**src/hw/rtl/dpq_ram.sv**
```systemverilog
// Generic single-write, single-read RAM with registered read data.
// No dependencies.
module dpq_ram #(
  parameter int WIDTH = 8,
  parameter int DEPTH = 16
) (
  input  logic                     clk,
  input  logic                     we,
  input  logic [$clog2(DEPTH)-1:0] waddr,
  input  logic [WIDTH-1:0]         wdata,
  input  logic [$clog2(DEPTH)-1:0] raddr,
  output logic [WIDTH-1:0]         rdata
);

  logic [WIDTH-1:0] mem [DEPTH];

  always_ff @(posedge clk) begin
    if (we) begin
      mem[waddr] <= wdata;
    end
    rdata <= mem[raddr];
  end

endmodule

```
**config.mk**
```make
export PLATFORM = sky130hd
export DESIGN_NAME = dpq_ram
export DESIGN_NICKNAME = d
export VERILOG_FILES = /design/src/hw/rtl/dpq_ram.sv
export SDC_FILE = /design/constraint.sdc
export NUM_CORES = 1
export LEC_CHECK = 0
export BUFFER_PORTS_ARGS = -buffer_cell sky130_fd_sc_hd__buf_2
export CAP_MARGIN = 20
export CORE_MARGIN = 2
export CORE_UTILIZATION = 30
export CTS_CLUSTER_SIZE = 28
export DETAILED_ROUTE_END_ITERATION = 16
export PLACE_DENSITY_LB_ADDON = 0.25
export SYNTH_ARGS = -nofsm -noshare
export SYNTH_HDL_FRONTEND = slang
export SYNTH_SLANG_ARGS = --single-unit
```
**constraint.sdc**
```tcl
create_clock -name clk -period 5.1 [get_ports clk]
set_clock_uncertainty 0.15 [all_clocks]
set_input_delay 0.255 -clock clk [delete_from_list [all_inputs] [get_ports clk]]
set_output_delay 0.255 -clock clk [all_outputs]
set_load 0.02 [all_outputs]
```
* After elaboration in Yosys (flattened, before gate mapping)
Memories as Yosys holds them, arrays and structs flattened. A register that Yosys moved wholly into a read port is not among the register bits. Index checks and enable logic that the tools add are counted.
Word-level totals: register bits 0, output and inout bits 8, input port bits 18, memory bits (writable) 128, memories kept 1
Memories:
- mem | words 16, width 8, rd ports 1, clocked after memory_dff 1, write ports 1, line 15 | logic [WIDTH-1:0] mem [DEPTH];
Cells by class: muxes and demuxes 2
Operator list (number):
- 1-bit 2-to-1 mux | 2

* Longest topological paths before layout
Gate-level depths: netlist of run 1.
depth in word-level cells 2, gate-level depth with buffers 5, gate-level depth less buffers 3

* Least setup slack after synthesis of run 1
Ideal clock, no wire load.
kind input to register, start input port waddr[2], end memory mem[0][0], enable pin, path buffers 0, slack 3202 ps, stages on the path 2, required time 4567 ps, data arrival time 1365 ps, library setup time 383 ps, cell sequence or3b_2 -> nor3_1
RTL lines:
- start: declaration | line 9 | input logic [$clog2(DEPTH)-1:0] waddr,
- end: declaration | line 15
No word-level cell before the write port.

* Worst setup path in the final report of run 1
start input port waddr[2], end memory mem[2][1], enable pin
No word-level cell before the write port.

==> results of run 1 <==
## layout by cell type, fill, tap and decap left out
cell | netlist | layout
a22oi_1 | 16 | 16
and2_1 | 1 | 1
and2b_1 | 1 | 1
buf_12 | 0 | 1
buf_2 | 3 | 25
buf_4 | 1 | 4
bufinv_16 | 0 | 2
clkbuf_1 | 0 | 2
clkbuf_16 | 0 | 17
clkinv_1 | 0 | 2
clkinv_2 | 0 | 7
clkinvlp_4 | 0 | 1
dfxtp_1 | 8 | 8
edfxtp_1 | 128 | 128
mux4_1 | 14 | 14
mux4_2 | 18 | 18
nand2_1 | 9 | 9
nand2b_1 | 2 | 2
nand3_1 | 1 | 1
nand3b_1 | 2 | 2
nor2_1 | 13 | 13
nor2b_1 | 1 | 1
nor3_1 | 4 | 4
or3b_2 | 1 | 1
## logic make-up (layout without fill, tap and decap cells)
kind of cell,after synthesis,after routing,share of synthesized area [%]
AOI/OAI and AO/OA,16,16,2.33
muxes,32,32,15.0
buffers and inverters,10,61,1.68
and+or+nand+nor,35,35,3.18
DFF,136,136,77.8
## flip-flops by register name (all words and copies together), names as in the netlist
register / count
rdata: 8
mem: 128
## layer usage
| layer | track usage (%) | routed length [um] |
|---|---|---|
| met1 | 16.8 | 4660 |
| met2 | 19.1 | 5110 |
| met3 | 4.09 | 534 |
| met4 | 4.69 | 122 |
| met5 | 0 | 0 |
## worst register-to-register path, delay by kind of cell (launching register included)
kind / cells / cell delay, ps
DFF: 1 / 370
and+or+nand+nor: 1 / 100
AOI/OAI and AO/OA: 1 / 310
muxes: 1 / 500
## metrics by stage
step,power [mW],std cells
after floorplan,1.35,229
after global placement,1.40,468
after detailed placement,1.40,468
after CTS,2.53,499
after global routing,2.59,500
final,2.51,500
## power by group
group	internal (mW)	switching, mW
Clock	0.704	0.424
Combinational	0.0467	0.0753
Sequential	1.25	0.00645
## synth_stat cells
cell type and instances:
nand2_1 9, nand3b_1 2, dfxtp_1 8, or3b_2 1, nand2b_1 2, nor3_1 4
nand3_1 1, and2_1 1, nor2_1 13, mux4_1 14, nor2b_1 1, edfxtp_1 128
buf_6 3, mux4_2 18, buf_4 1, a22oi_1 16, clkdlybuf4s25_2 3, buf_2 3
and2b_1 1
## how the worst min path moves through the flow
stage | slack, ps | from | to
global route | 90 | wdata[6] | mem[11][6]
finish | 80 | wdata[6] | mem[10][6]
CTS | 70 | wdata[6] | mem[11][6]
detailed placement | 510 | mem[14][1] | rdata[1]
floorplan | 200 | wdata[0] | mem[0][0]
global placement | 500 | mem[15][1] | rdata[1]
## final cells by class
type                       instances  area share [%]
clock inverter                    12            1.82
sequential                       136            66.1
clock buffer                      19            7.15
multi-input combinational         83            17.5
timing repair buffer              30            2.89
tap                              220            4.55
==> results.yml, run 1 <==
setup_path:
  reg2reg_to: "rdata[2]"
  critPathMaxStageDelay_ps: 740
  worstPathMaxFanout: 8
  rr_worst_depth: 3
  worstSetupEndpoint: "mem[2][1]"
  worst-path-buf-inv: 1
  crit_chain: "buf_2 > or3b_2 > nor2_1"
  endpoint_kind: "flip-flop"
  r2r-start: "mem[1][2]"
  critPathSlowestCell: "nor2_1"
  crit_start: "waddr[2]"
  required_ps: 4980
  cp.arrival_ps: 1630
  crit_path_start_kind: "primary input"
  crit_family: "simple AND/OR/NAND/NOR gates"
  path_class: "primary input to flip-flop"
  crit_cells: 3
  ff2ff_setup_slack_ps: 3550
timing:
  worstMarginPinSlew_ps: 1020
  drv_slew: 0
  finalSetupViolCount: 0
  finalWorstSetupSlack_ps: 3350
  final.period_utilization_pct: 34.3
  whs_ps: 80.6
  rsz0062_at_grt: "false"
  maxSlewHeadroom_pct: 31.9
  tns_ps: 0
  max_freq_mhz: 571
  finalHoldViolCount: 0
  period_minus_slack_ps: 1750
yosys:
  synth-seq-area-share_pct: 77.8
  syn_nets: 247
  synth_area_leaders: "edfxtp_1 (75%), mux4_2 (7.9%), mux4_1 (7.1%), dfxtp_1 (3.1%), a22oi_1 (2.3%)"
  ys_ff_latch: 136
  avgSynthCellArea_um2: 22.5
  synth_cells: 229
  ys_warn_count: 0
  yosysUniqueCellTypes: 19
  syn-cell-area_mm2: 0.00515
  synth_top_area_share_pct: 74.7
  yosysTopAreaCell: "edfxtp_1"
floorplan:
  chipWidth_um: 135
  rows: 47
  dieArea_mm2: 0.0182
  io_pins: 26
  die_h_um: 135
  coreArea_mm2: 0.0167
  initial_utilization_pct: 30.8
finish:
  final_area_mm2: 0.00605
  final_core_util_pct: 36.3
  seq_area_mm2: 0.00400
  fillCellCount: 1559
  antenna_cells: 0
  syn2layout_area_growth_pct: 17.6
  multiInputGateArea_mm2: 0.00106
  drive_above_1_share_pct: 27.1
  fin_nets: 286
detailed_routing:
  ant_nets: 0
  drt-wirelength-per-cell_um: 20.9
  drc: 0
  drtIter0Drc: 288
  vias: 2339
  dr.pass1.iters: 4
  drt_wl_total_mm: 10.4
  vias_per_cell: 4.68
clock_network:
  cts_tree: "done"
  clkLatencyLatePin_ps: 410
  clockBufferDepth: 2
  cts_max_level: 4
  cts_hold_buf: 0
  clk_pin_slew_ps: 50
  ctsResizeCount: 0
  post_cts_buffers: 0
  cts_made_buffers: 17
  clkSinkCount: 136
  cts_root_buffer: "clkbuf_16"
placement:
  place_area_mm2: 0.00549
  place_congestion: 0.683
  pre_cts_slack_ps: 2580
  portBuffers: 25
  place_hpwl_mm: 6.37
worst_hold_path:
  hold_class: "primary input to flip-flop"
  holdPathStages: 1
job:
  cap_violations: 0
grt:
  overflow: 0
  antenna_found_initial: 0
  grt_use_total_pct: 12.5
  grt_pass1_vias: 2448
  grt_max_degree: 33
  grt_pass1_wl_mm: 15.7
pwr:
  power_density_mw_per_mm2: 414
  irDropWorstVdd_uv: 265
  power.leakage_nw: 2.00
run_status:
  status: "completed"
No activity file was read; power rests on OpenSTA's default activity.
==> inputs of run 2 (changes only) <==
ABC_AREA = 1   (was default)
clock period = 1.4 ns   (was 5.1 ns; I/O delays follow)
==> run 2 against run 1 <==
Compared with the run above:
- final area rose by 14%
- wire length is 35% higher
- critical endpoint is now rdata[4]
- clock power grew to 3.6 times the previous value
- global-route usage increased by 2.1 points
- first-iteration DRC count is 60% higher
- synthesized cell count grew 140%
- combinational power grew to 5.2 times the previous value
- via count grew 63%
- worst setup slack worse by 3200 ps
==> results.yml, run 2 <==
yosys:
  synth.most_common_cell: "nand2_1"
  synth-seq-area-share_pct: 69.4
  yosysUniqueCellTypes: 12
  ys_ff_latch: 136
  synth_commonest_cells: "nand2_1 (173), edfxtp_1 (128), inv_1 (100)"
  synth_area_leaders: "edfxtp_1 (67%), nand2_1 (11%), nand3_1 (8.4%), inv_1 (6.5%), dfxtp_1 (2.8%)"
  synth_cells: 551
  async_reset_ff_share_pct: 0
  yosysTopAreaCell: "edfxtp_1"
  ys_warn_count: 0
  syn-cell-area_mm2: 0.00577
  syn_nets: 569
  synth_top_area_share_pct: 66.7
  synth_ff_type: "edfxtp_1"
  avgSynthCellArea_um2: 10.5
  synth-edff-count: 128
timing:
  whs_ps: 118
  rsz0062_at_grt: "false"
  drv_slew: 0
  tns_ps: 0
  worstMarginPinSlew_ps: 418
  max_freq_mhz: 782
  finalHoldViolCount: 0
  finalSetupViolCount: 0
  final.period_utilization_pct: 91.4
  period_minus_slack_ps: 1280
  maxSlewHeadroom_pct: 72.1
finish:
  drive_above_1_share_pct: 13.2
  antenna_cells: 0
  syn2layout_area_growth_pct: 19.7
  layout_commonest_cell: "nand2_1"
  fin_nets: 625
  top_regs: "mem (128), rdata (8)"
  mostFrequentLayoutCells: "nand2_1 (173), edfxtp_1 (128), inv_1 (100), nand3_1 (97), buf_2 (25)"
  final_core_util_pct: 36.8
  largest_register_ffs: 128
  stdcell_count: 854
  seq_area_mm2: 0.00400
  regMostFlops: "mem"
  fillCellCount: 1833
  multiInputGateArea_mm2: 0.00121
detailed_routing:
  dr.pass1.iters: 5
  drc: 0
  drt_wl_total_mm: 14.1
  vias: 3807
  drt-wirelength-per-cell_um: 16.5
  ant_nets: 0
  vias_per_cell: 4.46
  drtIter0Drc: 461
setup_path:
  crit_path_start_kind: "primary input"
  endpoint_kind: "flip-flop"
  crit_chain: "dlygate4sd3_1 > buf_2 > inv_1 > buf_4 > nand3_1 > nand3_1 > nand2_1"
  crit_cells: 7
  cp_common_cell: "nand3_1"
  critPathMaxStageDelay_ps: 530
  crit_family: "buffers and inverters"
  crit_start: "raddr[2]"
  rr_worst_depth: 6
  required_ps: 1560
  path_class: "primary input to flip-flop"
  worstSetupEndpoint: "rdata[4]"
  worstPathMaxFanout: 10
  reg2reg_to: "rdata[0]"
  r2r-start: "mem[7][0]"
  critPathSlowestCell: "dlygate4sd3_1"
  ff2ff_setup_slack_ps: 240
  worst-path-buf-inv: 4
  cp.arrival_ps: 1440
clock_network:
  cts_max_level: 4
  cts_tree: "done"
  clkSinkCount: 136
  cts_made_buffers: 17
  cts_root_buffer: "clkbuf_16"
  clockBufferDepth: 2
  clk_pin_slew_ps: 50
  post_cts_buffers: 0
  clkLatencyLatePin_ps: 420
floorplan:
  rows: 50
  dieArea_mm2: 0.0203
  coreArea_mm2: 0.0188
  io_pins: 26
  initial_utilization_pct: 30.7
  chipWidth_um: 143
  die_h_um: 143
placement:
  portBuffers: 25
  place_hpwl_mm: 8.76
  place_congestion: 0.775
  dp_cells: 812
grt:
  grt_use_total_pct: 14.6
  grt_max_degree: 65
  antenna_found_initial: 0
  overflow: 0
  grt_pass1_wl_mm: 21.5
  grt_pass1_vias: 3667
pwr:
  power_density_mw_per_mm2: 1350
  power.leakage_nw: 2.98
  p_total_mw: 9.30
  irDropWorstVdd_uv: 858
run_status:
  status: "completed"
worst_hold_path:
  hold_class: "primary input to flip-flop"
job:
  cap_violations: 0
[run 2: cell types whose count changed after synthesis, sizes merged, moves of 2 or more]
cell           before  now
nor2               13   17
inv                 0  102
mux4               32    0
nand2b              2    0
clkdlybuf4s25       3    0
nor3                4    0
nand2               9  173
a22oi              16    0
nand3               1   97
buf                 7   24
[run 2: cell families after synthesis]
family                 Yosys count  share of synthesized area, %
AND/OR/NAND/NOR                289                          21.0
buffers and inverters          126                          9.52
flip-flops                     136                          69.4
[run 2: area by class of cell]
| class | count | share of cell area [%] |
|---|---|---|
| inverter | 102 | 5.54 |
| timing repair buffer | 61 | 6.81 |
| tap | 234 | 4.24 |
| clock buffer | 22 | 6.72 |
| sequential | 136 | 58.0 |
| multi-input combinational | 289 | 17.6 |
| clock inverter | 10 | 1.12 |
[run 2: layer usage]
metal / vias to the layer above / global-route usage, % / part of all wire [%]
met5: - / 0 / 0
met4: 0 / 5.47 / 1.6
met3: 17 / 2.82 / 4.9
met2: 90 / 23.0 / 47
met1: 1817 / 20.1 / 46
li1: 1883 / - / -
[run 2: stage by stage]
stage | cell area (um^2) | setup slack (ps)
3_5_place_dp | 6260 | 79.4
4_1_cts | 6910 | 102
2_1_floorplan | 5770 | 229
6_report | 6910 | 121
3_3_place_gp | 6260 | 71.7
5_1_grt | 6910 | 38.8
[run 2: where the power goes]
group          total, mW  leakage, nW  switching (mW)  internal [mW]
Combinational      0.636         1.49           0.435          0.202
Clock               4.08        0.273            1.58           2.50
Sequential          4.59         1.22          0.0353           4.55
Total               9.30         2.98            2.05           7.26
[run 2: repair_timing]
action                                  4_1_cts  5_1_grt
gates resized for setup                       0        0
endpoints found under the setup margin        0        0
hold buffers                                 10        0
endpoints found under the hold margin       132        0
[run 2: worst reg2reg max path, cell delays in order, from the launching register on]
cell and delay, ps:
edfxtp_1 360, inv_1 70, nand2_1 50, nand3_1 80
nand3_1 120, nand3_1 140, nand2_1 70
[run 2: how the worst min path moves through the flow]
stage / from / endpoint / depth (start not counted)
after global routing: raddr[1] / rdata[6] / 6
final: raddr[1] / rdata[6] / 6
after detailed placement: rdata[1] / rdata[1] / 1
after global placement: rdata[0] / rdata[0] / 1
after CTS: raddr[1] / rdata[6] / 6
after floorplan: wdata[0] / mem[0][0] / 0
